[src/sfrs_ram.sv]
`default_nettype none
module sfrs_ram #(
    parameter int WIDTH = 16,
    parameter int DEPTH = 256
) (
    input  wire logic                     clk,
    input  wire logic                     wr_en,
    input  wire logic [$clog2(DEPTH)-1:0] wr_addr,
    input  wire logic [WIDTH-1:0]         wr_data,
    input  wire logic                     rd_en,
    input  wire logic [$clog2(DEPTH)-1:0] rd_addr,
    output logic      [WIDTH-1:0]         rd_data
);

    logic [WIDTH-1:0] mem [DEPTH];

    always_ff @(posedge clk) begin
        if (wr_en) begin
            mem[wr_addr] <= wr_data;
        end
        if (rd_en) begin
            rd_data <= mem[rd_addr];
        end
    end

endmodule
`default_nettype wire

[config.mk]
export PLATFORM = sky130hd
export DESIGN_NAME = sfrs_ram
export DESIGN_NICKNAME = d
export VERILOG_FILES = /design/src/sfrs_ram.sv
export SDC_FILE = /design/constraint.sdc
export NUM_CORES = 2
export LEC_CHECK = 0
export BUFFER_PORTS_ARGS = -buffer_cell sky130_fd_sc_hd__buf_2
export CORE_ASPECT_RATIO = 0.7
export CORE_MARGIN = 8
export CORE_UTILIZATION = 35
export CTS_CLUSTER_DIAMETER = 30
export DETAILED_ROUTE_END_ITERATION = 10
export GPL_TIMING_DRIVEN = 0
export PLACE_DENSITY = 0.54
export SLEW_MARGIN = 20
export SYNTH_ARGS = -nofsm -noshare
export SYNTH_HDL_FRONTEND = slang
export SYNTH_SLANG_ARGS = --single-unit
[constraint.sdc]
create_clock -name clk -period 3.46 [get_ports clk]
set_input_delay 0.173 -clock clk [delete_from_list [all_inputs] [get_ports clk]]
set_output_delay 0.173 -clock clk [all_outputs]
set_load 0.01 [all_outputs]
==> impl_metrics.tcl <==
set metrics [dict create \
    reg2reg_to "rd_data[2]$_DFFE_PP_" \
    grt_overflow 0 \
    core-area_um2 453000 \
    place_area_um2 172000 \
    netlist_area_um2 159000 \
    synthDistinctLibCells 51 \
    die_area_um2 476000 \
    final_area_um2 197000 \
    violations "negative setup slack" \
    path_clk_slew_ps 60 \
    dr.pass1.iters 6 \
    grt_pass1_vias 83913 \
    routed_via_density 5.78 \
    required_ps 4270 \
    htreeDepth 6 \
    path_max_fanout 11 \
    synth_top_area_frac 0.777 \
    wl_per_cell_um 36.3 \
    cts_setup_buffers 0 \
    synth_edf_count 4112 \
    fin_util 0.434 \
    gr-usage-all-layers 0.221 \
    fin_crit_sh 1.09 \
    cts_buffers 667 \
    pwr-share-comb 0.051 \
    synth_seq_area_share 0.777 \
    start_util 0.351 \
    fin_skew_ps 110 \
    crit_start "rd_addr[2]" \
    r2r_slack_ps 310 \
    vias 86768 \
    ys_warn_count 0 \
    period_minus_slack_ps 3750 \
    seq_power_share 0.423 \
    internal_power_mw 100 \
    synthCells 7360 \
    min_from "wr_data[8]" \
    synth_top_cell_by_area "edfxtp_1" \
    fp-row-count 207 \
    rsz0062_at_grt "yes" \
    path_class "input pin to register" \
    cts_tree "built" \
    run_status "finished, violations left" \
    grt_pass1_wl_um 726000 \
    leakage_nw 62.9 \
    ys_seq_elements 4112 \
    grt_antenna_before_repair 72 \
    drt_iter0_drc 14503 \
    antenna_left 0 \
    clock-sinks 4112 \
    tightest_slew_ps 1360 \
    dp_hpwl_um 380000 \
    hold_violations 0 \
    clkLatencyLatePin_ps 1100 \
    ios 51 \
    power_mw 130 \
    slew_headroom 0.0928 \
    cp-end-kind "register" \
    synth_ff_type "edfxtp_1" \
    p_clk_frac 0.526 \
    cp-start-kind "input pin" \
    switching_share 0.230 \
    hold_path.class "input pin to register" \
    fmax_mhz 266 \
    arrival_ps 4560 \
    drc 0 \
    finalNetCount 8414 \
    reg2reg_from "mem[9][2]$_DFFE_PP_" \
    wl_um 545000 \
    fin_ws_ps -294 \
    power.switching_mw 30.0 \
    max-vdd-ir-drop_mv 0.532 \
    yosys-top-cells-area "edfxtp_1 78%, mux4_2 11%, mux2i_1 3.6%" \
    avgSynthCellArea_um2 21.6 \
    die_x_um 821 \
    yosys-top-cells-count "4,112 x edfxtp_1, 797 x mux4_2, 565 x mux2i_1" \
    yosysMostFrequentCell "edfxtp_1" \
    synth_nets 7395 \
    gp_congestion 1.01 \
    hold_path_depth 2 \
    hold_end "mem[108][8]$_DFFE_PP_" \
    synth-async-reset-ratio 0 \
    power_density_nw_per_um2 662 \
    cts_root_buffer "clkbuf_16" \
    clockBufferDepth 4 \
    max-cap-violations 0 \
    setup_viol 15 \
    die_height_um 580 \
    io_buffer_count 40 \
    grt_max_degree 128 \
    drive_above_1_share 0.328 \
    fin_hold_ws_ps 112 \
    r2r_cells 7 \
    syn_to_final_growth_pct 23.8 \
    drv_slew 0 \
    nFillCells 38322 \
]
==> cell type report <==
class,instances,area (um2),share of cell area
Tap cell,6061,7580,0.0385
Sequential cell,4112,123000,0.628
Inverter,4,15.0,0.0000763
Multi-Input combinational cell,2792,34400,0.175
Timing Repair Buffer,351,4990,0.0253
Clock inverter,486,6330,0.0322
Buffer,451,2880,0.0146
Clock buffer,746,17000,0.0866
Antenna cell,15,37.5,0.000191
==> power by group through the flow <==
stage | registers [mW] | logic (mW) | clock network, mW
2_1_floorplan | 56.0 | 2.71 | 0
3_3_place_gp | 56.3 | 5.94 | 0
3_5_place_dp | 56.0 | 6.32 | 0
4_1_cts | 55.0 | 6.43 | 69.0
5_1_grt | 55.0 | 6.73 | 71.2
6_report | 55.1 | 6.62 | 68.5
==> worst max path at each step <==
stage | end | cells after the start
floorplan | rd_data[4]$_DFFE_PP_ | 8
global placement | rd_data[2]$_DFFE_PP_ | 8
detailed placement | rd_data[13]$_DFFE_PP_ | 10
CTS | rd_data[2]$_DFFE_PP_ | 11
global route | rd_data[13]$_DFFE_PP_ | 9
finish | rd_data[9]$_DFFE_PP_ | 10
==> cells in the final DEF, fill, tap and decap left out, types with 49 or more instances in the layout <==
master and instances:
mux2_2 88, buf_8 63, o221ai_1 249, buf_6 222, clkinv_1 70, a21oi_1 175
bufinv_16 95, nor2_4 80, clkinv_2 92, nor3_1 61, o22ai_1 141, clkinvlp_4 78
clkbuf_1 220, nor2_2 177, clkbuf_2 67, mux2i_1 565, clkinv_4 49, edfxtp_1 4112
buf_2 105, mux4_2 797, clkbuf_16 669
==> state kept, by name, indices dropped and copies added, names as in the netlist <==
| register | flops |
|---|---|
| mem | 4096 |
| rd_data | 16 |
==> repair_timing <==
action / in CTS / in global routing
hold buffers: 33 / 0
hold endpoints to repair: 3001 / 0
resized for setup: 82 / 59
setup endpoints to repair: 16 / 34
pin swaps: 0 / 0
==> metrics by stage <==
step	cells	worst slack [ps]	setup TNS [ps]
after global placement	13461	-4370	-
after global routing	15006	-89.7	-119
after floorplan	7360	1040	0
final	15018	-294	-2480
after detailed placement	13739	-2240	-57970
after CTS	15003	2.06	0
==> cells by family after synthesis <==
family | Yosys count | synth area share
AOI/OAI and AO/OA | 786 | 0.0353
buffers and inverters | 456 | 0.0169
DFF | 4112 | 0.777
muxes | 1450 | 0.155
and+or+nand+nor | 556 | 0.0157
==> metal layers <==
| metal | vias up | track usage | wire [um] |
|---|---|---|---|
| met5 | - | 0 | 73 |
| met4 | 12 | 0.0732 | 19800 |
| met3 | 865 | 0.0909 | 80800 |
| met2 | 5697 | 0.292 | 216000 |
| met1 | 46506 | 0.326 | 229000 |
| li1 | 33688 | - | - |
==> critical path, cell delays in order <==
cell and delay (ps):
buf_2 280, or2_1 290, buf_2 220, clkbuf_1 320
clkdlybuf4s15_1 790, o221ai_1 570, o22ai_1 150, o21ai_1 770
nand4_1 260, nor4_2 680
No activity file was read; power rests on OpenSTA's default activity.
