[src/sfrs_pkg.sv]
`default_nettype none
package sfrs_pkg;

    localparam int DEPTH_DEFAULT = 256;
    localparam int OUTQ_DEPTH    = 4;
    localparam int WORD_W        = 16;

    localparam logic [WORD_W-1:0] SYNC_RESET = 16'h5AA5;
    localparam logic [WORD_W-1:0] CMD_WRITE  = 16'h0001;
    localparam logic [WORD_W-1:0] CMD_READ   = 16'h0002;

    localparam logic [1:0] MODE_START = 2'd0;
    localparam logic [1:0] MODE_BIT   = 2'd1;
    localparam logic [1:0] MODE_END   = 2'd2;

    typedef struct packed {
        logic [1:0] mode;
        logic       mosi_bit;
    } sfrs_in_t;

    typedef struct packed {
        logic miso_bit;
        logic frame_error;
        logic in_frame;
    } sfrs_out_t;

    // result of one item, before the stored word from the read is merged in
    typedef struct packed {
        logic valid;
        logic miso_from_mem;
        logic miso_bit;
        logic frame_error;
        logic in_frame;
    } sfrs_stage_t;

endpackage
`default_nettype wire

[src/sfrs_out_queue.sv]
`default_nettype none
module sfrs_out_queue (
    input  wire logic                        aclk,
    input  wire logic                        aresetn,
    input  wire sfrs_pkg::sfrs_stage_t       stage_in,
    input  wire logic [sfrs_pkg::WORD_W-1:0] mem_rd_data,
    output logic                             room,
    output logic                             m_valid,
    input  wire logic                        m_ready,
    output sfrs_pkg::sfrs_out_t              m_data
);
    import sfrs_pkg::*;

    localparam int PW = $clog2(OUTQ_DEPTH);
    localparam int NW = $clog2(OUTQ_DEPTH + 1);

    sfrs_out_t       q_mem [OUTQ_DEPTH];
    logic [PW-1:0]   wp_reg, wp_next, rp_reg, rp_next;
    logic [NW-1:0]   cnt_reg, cnt_next;
    logic            push, pop;
    sfrs_out_t       word_in;

    always_comb begin
        word_in.miso_bit    = stage_in.miso_from_mem ? mem_rd_data[WORD_W-1]
                                                     : stage_in.miso_bit;
        word_in.frame_error = stage_in.frame_error;
        word_in.in_frame    = stage_in.in_frame;
    end

    assign push     = stage_in.valid;
    assign pop      = m_valid && m_ready;
    assign wp_next  = push ? wp_reg + 1'b1 : wp_reg;
    assign rp_next  = pop ? rp_reg + 1'b1 : rp_reg;
    assign cnt_next = cnt_reg + NW'(push) - NW'(pop);

    // keep a slot for the word in the stage and one for a new input word
    assign room    = (cnt_reg + NW'(stage_in.valid)) < NW'(OUTQ_DEPTH);
    assign m_valid = (cnt_reg != '0);
    assign m_data  = q_mem[rp_reg];

    always_ff @(posedge aclk) begin
        if (push) begin
            q_mem[wp_reg] <= word_in;
        end
    end

    always_ff @(posedge aclk) begin
        if (!aresetn) begin
            wp_reg  <= '0;
            rp_reg  <= '0;
            cnt_reg <= '0;
        end else begin
            wp_reg  <= wp_next;
            rp_reg  <= rp_next;
            cnt_reg <= cnt_next;
        end
    end

endmodule
`default_nettype wire

[config.mk]
export PLATFORM = sky130hd
export DESIGN_NAME = sfrs_out_queue
export DESIGN_NICKNAME = d
export VERILOG_FILES = /design/src/sfrs_pkg.sv /design/src/sfrs_out_queue.sv
export SDC_FILE = /design/constraint.sdc
export NUM_CORES = 1
export LEC_CHECK = 0
export BUFFER_PORTS_ARGS = -buffer_cell sky130_fd_sc_hd__buf_2
export CORE_MARGIN = 2
export CORE_UTILIZATION = 30
export CTS_CLUSTER_DIAMETER = 40
export DETAILED_ROUTE_END_ITERATION = 7
export PLACE_DENSITY_LB_ADDON = 0.25
export RECOVER_POWER = 25
export SLEW_MARGIN = 40
export SYNTH_ARGS = -nofsm -noshare
export SYNTH_HDL_FRONTEND = slang
export SYNTH_SLANG_ARGS = --single-unit
[constraint.sdc]
create_clock -name aclk -period 1.9 [get_ports aclk]
set_clock_uncertainty 0.2 [all_clocks]
set_input_delay 0.095 -clock aclk [delete_from_list [all_inputs] [get_ports aclk]]
set_output_delay 0.095 -clock aclk [all_outputs]
set_load 0.005 [all_outputs]
==> flow_summary_export.csv <==
group,metric,value,unit
floorplan,fp-row-count,20,
synth,synthAdderAreaFrac,0.109,
synth,synth_top_family_by_area,"multiplexers",
routing,totalWireLength,1.38,mm
worst_setup_path,rr_worst_depth,5,
synth,syn_area_per_cell,15.3,sq um
place,dp_hpwl,974,um
routing,wl_per_cell,11.8,um
floorplan,dieArea,3510,sq um
sta,fmax,0.561,GHz
global_routing,grt.met2_usage,0.148,
global_routing,grt_pass1_vias,481,
worst_setup_path,start_kind,"input pin",
floorplan,dieHeight,59.3,um
synth,synth_seq_area_share,0.590,
synth,synth_edf_count,12,
routing,drt-initial-drc-count,7,
synth,synth-simple-area-share,0.0902,
clocking,cts_buffer_depth,2,
worst_setup_path,reg2reg_slack,0.21,ns
worst_setup_path,arrival,1.49,ns
worst_setup_path,endpoint,"room",
clocking,cts_buffers,3,
clocking,clk_latency,0.31,ns
power,intPower,0.833,mW
synth,yosysMostFrequentCell,"edfxtp_1",
floorplan,die_w,59.3,um
worst_setup_path,critPathLaunch,"stage_in[4]",
cells_and_area,nFillCells,287,
power,pwr-share-comb,0.282,
synth,synth_common_cells,"edfxtp_1 (12), dfxtp_1 (9), ha_1 (8)",
synth,synth_async_sr_flop_share,0,
clocking,cts_num_sinks,21,
global_routing,use_met1,0.104,
global_routing,grt_overflow,0,
synth,synth_flop_cell,"edfxtp_1",
floorplan,core_area,2980,sq um
power,max-vdd-ir-drop,0.000633,V
global_routing,grt_max_degree,13,
cells_and_area,drive_above_1_share,0.238,
cells_and_area,largest_reg_flops,12,
worst_setup_path,crit_family,"buffers and inverters",
place,gp_congestion,0.632,
floorplan,io_pins,29,
routing,drc_errors,0,
power,p_per_area,1040,nW/um^2
worst_setup_path,cp.depth,6,
sta,fin_setup_tns,0,ns
worst_setup_path,path_buf_inv,3,
synth,synth_top_area_cell,"edfxtp_1",
clocking,path_clk_slew,0.12,ns
worst_setup_path,rr_endpoint,"cnt_reg[2]",
synth,synth_fp_nets,92,
worst_setup_path,timing.rr.start,"cnt_reg[2]",
sta,final_max_slew_viol_count,0,
global_routing,antenna_found_initial,0,
worst_setup_path,cp_slowest_cell,"dlygate4sd3_1",
clocking,h-tree-depth,1,
synth,ys_ff_latch,21,
synth,netlist_area,916,sq um
synth,syn_inst,60,
cells_and_area,layout.nets,117,
global_routing,grt_pass1_wl,2.24,mm
synth,synth_top_area_frac,0.393,
sta,finalSetupViolCount,0,
synth,synth_xor_xnor_area_share,0.0437,
sta,hold_viol,0,
hold_path,holdPathStages,2,
worst_setup_path,crit_path_max_incr_delay,0.53,ns
sta,fin_crit_sh,0.939,
clocking,cts_tree,"yes",
cells_and_area,multi_input_area,360,sq um
global_routing,grt_usage,0.0896,
sta,period_needed,1.78,ns
synth,synth_compound_area_frac,0.0205,
routing,drt-vias-per-instance,4.48,
power,seqPwrFrac,0.530,
run,maxCapViolCount,0,
sta,rsz0062_at_grt,"no",
worst_setup_path,endpoint_kind,"primary output",
sta,slew_headroom,0.782,
sta,tightest_slew,0.322,ns
worst_setup_path,path_class,"in2out",
worst_setup_path,required,1.60,ns
synth,yosys-mux-area-fraction,0.130,
synth,synth.area.top_cells,"edfxtp_1 (39%), dfxtp_1 (20%), ha_1 (11%)",
synth,ys_types,17,
floorplan,start_util,0.308,
routing,drt-pass1-iter-count,2,
worst_setup_path,worstPathMaxFanout,7,
power,power.switching,0.332,mW
global_routing,top_usage_layer,"met2",
power,power.static_leakage,0.450,nW
cells_and_area,syn_to_final_growth,22.0,%
cells_and_area,antenna_cells,0,
hold_path,hp-class,"reg2reg",
cells_and_area,utilization,0.375,
clocking,ctsRootBufferMaster,"clkbuf_4",
cells_and_area,seqCellArea,541,sq um
power,swShare,0.285,
synth,yosysWarnings,0,
power,clock_power_share,0.188,
global_routing,gr-usage-met3,0.0459,
routing,ant_nets,0,
worst_setup_path,crit_chain,"dlygate4sd3_1 > buf_2 > ha_1 > ha_1 > xnor2_1 > buf_2",
place,port_buffers,13,
routing,vias,524,
run_status,status,"finished clean",
==> layout make-up <==
class | instances | area share
clock inverters | 1 | 0.00448
flip-flops and latches | 21 | 0.484
multi-input cells | 35 | 0.323
repair buffers | 20 | 0.119
inverters | 4 | 0.0134
clock buffers | 3 | 0.0202
well taps | 33 | 0.0370
==> logic make-up after synthesis <==
family	after synthesis
multiplexers	8
AND/OR/NAND/NOR	14
XOR/XNOR	3
buffers and inverters	4
adder cells (fa/ha/maj)	8
AO/OA/AOI/OAI	2
flip-flops	21
==> repair_timing <==
item | in CTS | in global routing
hold buffers | 7 | 0
gates resized for setup | 0 | 0
buffers inserted | 0 | 0
hold endpoints to repair | 21 | 0
==> worst register-to-register path, cell delays in order, from the launching register on <==
cell and delay [ns]:
dfxtp_1 0.37, o31a_2 0.40, ha_1 0.20, ha_1 0.19
xnor3_1 0.18, nor2b_1 0.10
==> per-layer routing <==
| metal | share of wire | up-vias | wire length (um) |
|---|---|---|---|
| met5 | 0 | - | 0 |
| met4 | 0.0065 | 0 | 9 |
| met3 | 0.054 | 2 | 74 |
| met2 | 0.47 | 16 | 653 |
| met1 | 0.47 | 242 | 645 |
| li1 | - | 264 | - |
==> per-stage QoR <==
| stage | instances | power [mW] | hold slack, ns | setup WS, ns | instance area [sq um] |
|---|---|---|---|---|---|
| 6_report | 117 | 1.16 | 0.290 | 0.117 | 1120 |
| 5_1_grt | 117 | 1.25 | 0.330 | 0.0106 | 1120 |
| 4_1_cts | 117 | 1.18 | 0.294 | 0.104 | 1120 |
| 3_5_place_dp | 106 | 0.946 | 0.121 | 0.230 | 1020 |
| 3_3_place_gp | 106 | 0.936 | 0.116 | 0.246 | 1020 |
| 2_1_floorplan | 60 | 0.841 | -0.00613 | 0.308 | 916 |
==> power by group through the flow <==
stage,Clock [mW],Combinational [mW],Sequential (mW)
final,0.219,0.328,0.617
after global routing,0.246,0.372,0.633
after CTS,0.225,0.334,0.618
after detailed placement,0,0.320,0.626
after global placement,0,0.312,0.624
after floorplan,0,0.232,0.610
==> worst min-delay path by stage <==
stage                             end  slack (ns)        start
after floorplan           q_mem[0][0]      -0.006  stage_in[0]
after global placement    q_mem[0][0]        0.12  stage_in[0]
after detailed placement  q_mem[0][1]        0.12  stage_in[1]
after CTS                   rp_reg[1]        0.29    rp_reg[1]
after global routing        rp_reg[1]        0.33    rp_reg[1]
final                       rp_reg[1]        0.29    rp_reg[1]
==> placed cells by master (no fill, tap or decap), types with 3 or more instances in the layout <==
master / synthesis / layout
mux4_2: 3 / 3
and2_1: 5 / 5
dlygate4sd3_1: 0 / 7
mux2i_1: 4 / 4
nor2b_1: 4 / 4
buf_2: 0 / 11
edfxtp_1: 12 / 12
clkbuf_4: 0 / 3
inv_1: 4 / 4
dfxtp_1: 9 / 9
ha_1: 8 / 8
Note: power is estimated with default switching activity, not from simulation.
