--- src/sfrs_pkg.sv ---
`default_nettype none
package sfrs_pkg;

    localparam int DEPTH_DEFAULT = 256;
    localparam int OUTQ_DEPTH    = 4;
    localparam int WORD_W        = 16;

    localparam logic [WORD_W-1:0] SYNC_RESET = 16'h5AA5;
    localparam logic [WORD_W-1:0] CMD_WRITE  = 16'h0001;
    localparam logic [WORD_W-1:0] CMD_READ   = 16'h0002;

    localparam logic [1:0] MODE_START = 2'd0;
    localparam logic [1:0] MODE_BIT   = 2'd1;
    localparam logic [1:0] MODE_END   = 2'd2;

    typedef struct packed {
        logic [1:0] mode;
        logic       mosi_bit;
    } sfrs_in_t;

    typedef struct packed {
        logic miso_bit;
        logic frame_error;
        logic in_frame;
    } sfrs_out_t;

    // result of one item, before the stored word from the read is merged in
    typedef struct packed {
        logic valid;
        logic miso_from_mem;
        logic miso_bit;
        logic frame_error;
        logic in_frame;
    } sfrs_stage_t;

endpackage
`default_nettype wire

--- src/sfrs_frame_ctrl.sv ---
`default_nettype none
module sfrs_frame_ctrl #(
    parameter int DEPTH = sfrs_pkg::DEPTH_DEFAULT
) (
    input  wire logic                          aclk,
    input  wire logic                          aresetn,
    input  wire logic                          in_accept,
    input  wire sfrs_pkg::sfrs_in_t            in_data,
    input  wire logic                          cfg_write,
    input  wire logic [sfrs_pkg::WORD_W-1:0]   cfg_data,
    output logic                               mem_wr_en,
    output logic [$clog2(DEPTH)-1:0]           mem_wr_addr,
    output logic [sfrs_pkg::WORD_W-1:0]        mem_wr_data,
    output logic                               mem_rd_en,
    output logic [$clog2(DEPTH)-1:0]           mem_rd_addr,
    input  wire logic [sfrs_pkg::WORD_W-1:0]   mem_rd_data,
    output sfrs_pkg::sfrs_stage_t              stage_out
);
    import sfrs_pkg::*;

    localparam int AW = $clog2(DEPTH);
    localparam int CW = $clog2(DEPTH + 2);
    localparam logic [AW-1:0] ADDR_LAST = AW'(DEPTH - 1);
    localparam logic [AW:0]   DEPTH_M   = (AW + 1)'(DEPTH);
    localparam logic [WORD_W:0] DEPTH_W = (WORD_W + 1)'(DEPTH);

    localparam logic [2:0] PH_IDLE  = 3'd0;
    localparam logic [2:0] PH_SYNC  = 3'd1;
    localparam logic [2:0] PH_CMD   = 3'd2;
    localparam logic [2:0] PH_LEN   = 3'd3;
    localparam logic [2:0] PH_ADDR  = 3'd4;
    localparam logic [2:0] PH_WDATA = 3'd5;
    localparam logic [2:0] PH_RDATA = 3'd6;
    localparam logic [2:0] PH_ERR   = 3'd7;

    logic [WORD_W-1:0] sync_reg, sync_next;
    logic [WORD_W-1:0] rx_reg, rx_next;
    logic [3:0]        bc_reg, bc_next;
    logic [2:0]        phase_reg, phase_next;
    logic              cmd_wr_reg, cmd_wr_next;
    logic [CW-1:0]     total_reg, total_next;
    logic [CW-1:0]     done_reg, done_next;
    logic [AW-1:0]     addr_reg, addr_next;
    logic [AW-1:0]     rmod_reg, rmod_next;
    logic [WORD_W-1:0] sum_reg, sum_next;
    logic [WORD_W-1:0] tx_reg, tx_next;
    logic              pend_reg, pend_next;
    sfrs_stage_t       stage_reg, stage_next;

    logic [WORD_W-1:0] eff_tx, eff_sum, rx_new;
    logic [3:0]        bc_inc;
    logic [AW:0]       rm_sum;
    logic [AW-1:0]     rm_new;
    logic              do_load;

    assign sync_next = cfg_write ? cfg_data : sync_reg;

    always_comb begin
        // a word fetched last cycle lands in tx and the checksum now
        eff_tx  = pend_reg ? mem_rd_data : tx_reg;
        eff_sum = pend_reg ? sum_reg + mem_rd_data : sum_reg;
        rx_new  = {rx_reg[WORD_W-2:0], in_data.mosi_bit};
        bc_inc  = bc_reg + 4'd1;
        // address taken modulo DEPTH one bit at a time as it shifts in
        rm_sum  = {((bc_reg == 4'd0) ? '0 : rmod_reg), in_data.mosi_bit};
        rm_new  = (rm_sum >= DEPTH_M) ? AW'(rm_sum - DEPTH_M) : rm_sum[AW-1:0];

        rx_next     = rx_reg;
        bc_next     = bc_reg;
        phase_next  = phase_reg;
        cmd_wr_next = cmd_wr_reg;
        total_next  = total_reg;
        done_next   = done_reg;
        addr_next   = addr_reg;
        rmod_next   = rmod_reg;
        sum_next    = eff_sum;
        tx_next     = eff_tx;
        pend_next   = 1'b0;
        do_load     = 1'b0;
        mem_wr_en   = 1'b0;
        mem_wr_addr = addr_reg;
        mem_wr_data = rx_new;
        mem_rd_en   = 1'b0;
        mem_rd_addr = addr_reg;

        if (in_accept) begin
            case (in_data.mode)
                MODE_START: begin
                    rx_next     = '0;
                    bc_next     = '0;
                    phase_next  = PH_SYNC;
                    cmd_wr_next = 1'b0;
                    total_next  = '0;
                    done_next   = '0;
                    addr_next   = '0;
                    sum_next    = '0;
                    tx_next     = '0;
                end
                MODE_END: begin
                    phase_next = PH_IDLE;
                    bc_next    = '0;
                end
                MODE_BIT: begin
                    if (phase_reg inside {PH_SYNC, PH_CMD, PH_LEN, PH_ADDR, PH_WDATA}) begin
                        rx_next   = rx_new;
                        bc_next   = bc_inc;
                        rmod_next = rm_new;
                        if (bc_inc == 4'd0) begin
                            case (phase_reg)
                                PH_SYNC: begin
                                    if (rx_new != sync_reg) begin
                                        phase_next = PH_ERR;
                                    end else begin
                                        sum_next   = rx_new;
                                        phase_next = PH_CMD;
                                    end
                                end
                                PH_CMD: begin
                                    if (rx_new != CMD_WRITE && rx_new != CMD_READ) begin
                                        phase_next = PH_ERR;
                                    end else begin
                                        cmd_wr_next = (rx_new == CMD_WRITE);
                                        sum_next    = eff_sum + rx_new;
                                        phase_next  = PH_LEN;
                                    end
                                end
                                PH_LEN: begin
                                    if ({1'b0, rx_new} > DEPTH_W) begin
                                        phase_next = PH_ERR;
                                    end else begin
                                        total_next = CW'(rx_new);
                                        sum_next   = eff_sum + rx_new;
                                        phase_next = PH_ADDR;
                                    end
                                end
                                PH_ADDR: begin
                                    addr_next = rm_new;
                                    sum_next  = eff_sum + rx_new;
                                    done_next = '0;
                                    if (cmd_wr_reg) begin
                                        phase_next = PH_WDATA;
                                    end else begin
                                        phase_next = PH_RDATA;
                                        do_load    = 1'b1;
                                    end
                                end
                                PH_WDATA: begin
                                    if (done_reg < total_reg) begin
                                        mem_wr_en = 1'b1;
                                        sum_next  = eff_sum + rx_new;
                                        addr_next = (addr_reg == ADDR_LAST) ? '0
                                                                            : addr_reg + 1'b1;
                                        done_next = done_reg + 1'b1;
                                    end
                                end
                                default: ;
                            endcase
                        end
                    end else if (phase_reg == PH_RDATA) begin
                        tx_next = {eff_tx[WORD_W-2:0], 1'b0};
                        bc_next = bc_inc;
                        if (bc_inc == 4'd0) begin
                            if (done_reg <= total_reg) begin
                                done_next = done_reg + 1'b1;
                            end
                            do_load = 1'b1;
                        end
                    end
                end
                default: ;
            endcase
        end

        if (do_load) begin
            if (done_next < total_next) begin
                mem_rd_en   = 1'b1;
                mem_rd_addr = addr_next;
                pend_next   = 1'b1;
                addr_next   = (addr_next == ADDR_LAST) ? '0 : addr_next + 1'b1;
            end else if (done_next == total_next) begin
                tx_next = sum_next;
            end else begin
                tx_next = '0;
            end
        end

        stage_next.valid         = in_accept;
        stage_next.frame_error   = (phase_next == PH_ERR);
        stage_next.in_frame      = (phase_next != PH_IDLE);
        stage_next.miso_from_mem = (phase_next == PH_RDATA) && pend_next;
        stage_next.miso_bit      = (phase_next == PH_RDATA) && tx_next[WORD_W-1];
    end

    always_ff @(posedge aclk) begin
        if (!aresetn) begin
            sync_reg   <= SYNC_RESET;
            rx_reg     <= '0;
            bc_reg     <= '0;
            phase_reg  <= PH_IDLE;
            cmd_wr_reg <= 1'b0;
            total_reg  <= '0;
            done_reg   <= '0;
            addr_reg   <= '0;
            rmod_reg   <= '0;
            sum_reg    <= '0;
            tx_reg     <= '0;
            pend_reg   <= 1'b0;
            stage_reg  <= '0;
        end else begin
            sync_reg   <= sync_next;
            rx_reg     <= rx_next;
            bc_reg     <= bc_next;
            phase_reg  <= phase_next;
            cmd_wr_reg <= cmd_wr_next;
            total_reg  <= total_next;
            done_reg   <= done_next;
            addr_reg   <= addr_next;
            rmod_reg   <= rmod_next;
            sum_reg    <= sum_next;
            tx_reg     <= tx_next;
            pend_reg   <= pend_next;
            stage_reg  <= stage_next;
        end
    end

    assign stage_out = stage_reg;

endmodule
`default_nettype wire

--- config.mk ---
export PLATFORM = sky130hd
export DESIGN_NAME = sfrs_frame_ctrl
export DESIGN_NICKNAME = d
export VERILOG_FILES = /design/src/sfrs_pkg.sv /design/src/sfrs_frame_ctrl.sv
export SDC_FILE = /design/constraint.sdc
export NUM_CORES = 1
export LEC_CHECK = 0
export ABC_CLOCK_PERIOD_IN_PS = 6100
export BUFFER_PORTS_ARGS = -buffer_cell sky130_fd_sc_hd__buf_2
export CAP_MARGIN = 20
export CORE_MARGIN = 8
export CORE_UTILIZATION = 35
export DETAILED_ROUTE_END_ITERATION = 16
export PLACE_DENSITY = 0.53
export SYNTH_ARGS = -nofsm -noshare
export SYNTH_HDL_FRONTEND = slang
export SYNTH_SLANG_ARGS = --single-unit
--- constraint.sdc ---
create_clock -name aclk -period 6.1 [get_ports aclk]
set_input_delay 0.915 -clock aclk [delete_from_list [all_inputs] [get_ports aclk]]
set_output_delay 0.915 -clock aclk [all_outputs]
set_load 0.005 [all_outputs]
==> flow_summary.yaml <==
worst_setup_path:
  worstPathRequired_ns: 5.18
  crit_path_max_incr_delay_ns: 0.38
  cp_cell_sequence: "ha_1 > nand4_1 > nor3_2 > a211o_1 > a211oi_1 > buf_4 > or2_2 > a41o_1 > a32o_1 > ha_1 > a21o_1 > a21oi_1 > nor3b_1 > buf_4 > a21oi_1 > nor2_1 > buf_4 > mux2_2 > buf_2"
  end_kind: "output pin"
  crit_path_top_delay_cell: "dfxtp_1"
  crit_fanout: 16
  worstPathArrival_ns: 4.86
  critical_path_class: "flop to output pin"
  cpMostUsedCell: "buf_4"
  startpoint_type: "flop"
grt:
  grt_start_max_net_pins: 41
  grt_pass1_wl_um: 44500
  first_global_vias: 7790
  grt_util_all_layers_pct: 19.3
  grt_overflow: 0
  antenna_found_initial: 0
layout:
  area_delta_synth_final_pct: 15.1
  nets: 1237
  mostFrequentLayoutCells: "nand2_1 (111), dfxtp_1 (109), nor2_1 (104)"
  post_route_cells_drive_above_1_share_pct: 14.6
  insertedDiodeCount: 0
  layout_commonest_cell: "nand2_1"
  final_area_mm2: 0.00943
logic_synthesis:
  synth_edf_count: 0
  synth_ff_type: "dfxtp_1"
  synth-simple-area-share_pct: 22.7
  yosysUniqueCellTypes: 75
  yosys_warnings: 0
  synth_area_mm2: 0.00819
  synth_top_family_by_area: "compound AO/OA/AOI/OAI gates"
  synth-xor-area-share_pct: 4.06
  synth_area_leaders: "dfxtp_1 (27%), ha_1 (8.3%), nand2_1 (5.1%), a21oi_1 (4.9%), nor2_1 (4.8%)"
  synthAdderAreaFrac_pct: 8.74
  ys_ff_latch: 110
  synth_compound_area_share_pct: 27.6
  syn_inst: 1061
  synth_fp_nets: 1156
  syn_area_per_cell_um2: 7.72
  synth_mux_area_share_pct: 5.94
  synth_top_area_cell: "dfxtp_1"
  synthArstFlopShare_pct: 0
  synth_top_cell_area_share_pct: 26.9
  ys_seq_area_share_pct: 26.9
routing:
  dr.pass1.iters: 5
  dr_total_vias: 8369
  drt_wl_total_um: 27900
  viasPerCell: 5.71
  drt_iter0_markers: 800
  drcViolationCount: 0
  wl_per_cell_um: 19.1
  ant_nets: 0
timing:
  drv_slew: 0
  rsz0062_at_grt: "false"
  fin_crit_ns: 5.77
  fin_skew_ns: 0.00971
  setup_violations: 0
  hold_viol: 0
  final.setup.tns_ns: 0
  finalCritPeriodShare_pct: 94.6
  relSlewSlack_pct: 34.2
  max_freq_mhz: 173
  tightest_slew_ns: 0.962
place:
  portBuffers: 77
  dpl_cell_area_mm2: 0.00909
  dp_hpwl_um: 21400
  gp_congestion: 0.896
die:
  die_x_um: 169
  rows: 56
  initial_core_util_pct: 35.3
  core_mm2: 0.0232
  die-area_mm2: 0.0285
  die_h_um: 169
  num_io_pins: 78
clock_network:
  clockRootBuffer: "clkbuf_16"
  htree_levels: 3
  clkLatencyLatePin_ns: 0.36
  cts_buffer_depth: 2
  cts_num_sinks: 110
  numCtsBuffers: 9
  clk_pin_slew_worst_paths_ns: 0.08
  cts_tree: "built"
  post_cts_buffers: 0
status:
  status: "completed"
job:
  maxCapViolCount: 0
power_and_ir_drop:
  max-vdd-ir-drop_mv: 0.114
  p_comb_share_pct: 8.5
  p_int_mw: 1.14
  clockPowerShare_pct: 43.6
  p_leak_nw: 3.95
  switchingPower_mw: 0.391
  powerDensity_mw_per_mm2: 162
  pwr-share-seq_pct: 47.9
  swShare_pct: 25.5
min_path:
  hold_class: "flop to flop"
==> worst max-delay path, delay by kind of cell (launching register included) <==
kind / cells / cell delay, ns
AOI/OAI and AO/OA: 7 / 1.39
adders and majority gates: 2 / 0.52
buffers and inverters: 4 / 0.73
DFF: 1 / 0.38
muxes: 1 / 0.35
and+or+nand+nor: 5 / 1.11
==> final timing paths <==
kind | startpoint | end | slack, ns | depth (start not counted)
worst max-delay path | done_reg[4]$_SDFF_PN0_ | mem_rd_addr[6] | 0.33 | 19
worst min-delay path | rmod_reg[6]$_SDFFE_PN0P_ | rmod_reg[6]$_SDFFE_PN0P_ | 0.46 | 2
worst max register to register | done_reg[4]$_SDFF_PN0_ | tx_reg[15]$_SDFF_PN0_ | 1.03 | 18
worst min register to register | rmod_reg[6]$_SDFFE_PN0P_ | rmod_reg[6]$_SDFFE_PN0P_ | 0.46 | 2
==> power groups by stage <==
stage	Sequential (mW)	Clock, mW	Combinational (mW)
2_1_floorplan	0.747	0	0.0787
3_3_place_gp	0.749	0	0.129
3_5_place_dp	0.749	0	0.129
4_1_cts	0.732	0.679	0.129
5_1_grt	0.734	0.713	0.143
6_report	0.732	0.666	0.130
==> layer usage <==
layer  up-vias  global-route usage (%)  part of all wire, %
li1       4096                       -                    -
met1      3931                    27.7                   49
met2       303                    29.8                   43
met3        39                    2.35                  5.7
met4         0                    5.28                  1.6
met5         -                       0                    0
==> repair_timing <==
| item | in CTS | in global routing |
|---|---|---|
| hold buffers | 0 | 0 |
| endpoints found under the setup margin | 0 | 4 |
| resized for setup | 0 | 2 |
==> area by class of cell <==
type	instances	area (µm²)
Fill cell	2420	13800
Multi-Input combinational cell	865	5660
Sequential cell	110	2200
Timing Repair Buffer	118	693
Tap cell	319	399
Clock buffer	9	225
Inverter	38	143
Clock inverter	7	104
==> cell usage after synthesis, types with 22 or more instances <==
| master | instances |
|---|---|
| dfxtp_1 | 110 |
| mux2i_1 | 34 |
| a22oi_1 | 38 |
| inv_1 | 37 |
| nand3_1 | 27 |
| nor2_1 | 104 |
| o21ai_0 | 62 |
| clkbuf_1 | 40 |
| nor3_1 | 27 |
| xor2_1 | 22 |
| a21oi_1 | 80 |
| nand2_1 | 111 |
| ha_1 | 54 |
| and3_1 | 22 |
==> through the flow <==
| step | cells | util (%) | power (mW) | worst slack (ns) | hold WS, ns |
|---|---|---|---|---|---|
| 2_1_floorplan | 1061 | - | 0.825 | 0.875 | 0.430 |
| 3_3_place_gp | 1450 | 39.2 | 0.879 | 0.443 | 0.447 |
| 3_5_place_dp | 1450 | 39.2 | 0.878 | 0.389 | 0.453 |
| 4_1_cts | 1466 | 40.6 | 1.54 | 0.251 | 0.467 |
| 5_1_grt | 1466 | 40.6 | 1.59 | 0.0739 | 0.493 |
| 6_report | 1466 | 40.6 | 1.53 | 0.326 | 0.464 |
==> cells by family (layout without fill, tap and decap cells) <==
family | Yosys count | in the layout
AO/OA/AOI/OAI | 337 | 337
XOR/XNOR | 38 | 38
adder cells (fa/ha/maj) | 56 | 56
buffers and inverters | 86 | 172
flip-flops | 110 | 110
multiplexers | 47 | 47
AND/OR/NAND/NOR | 387 | 387
Note: power is estimated with default switching activity, not from simulation.
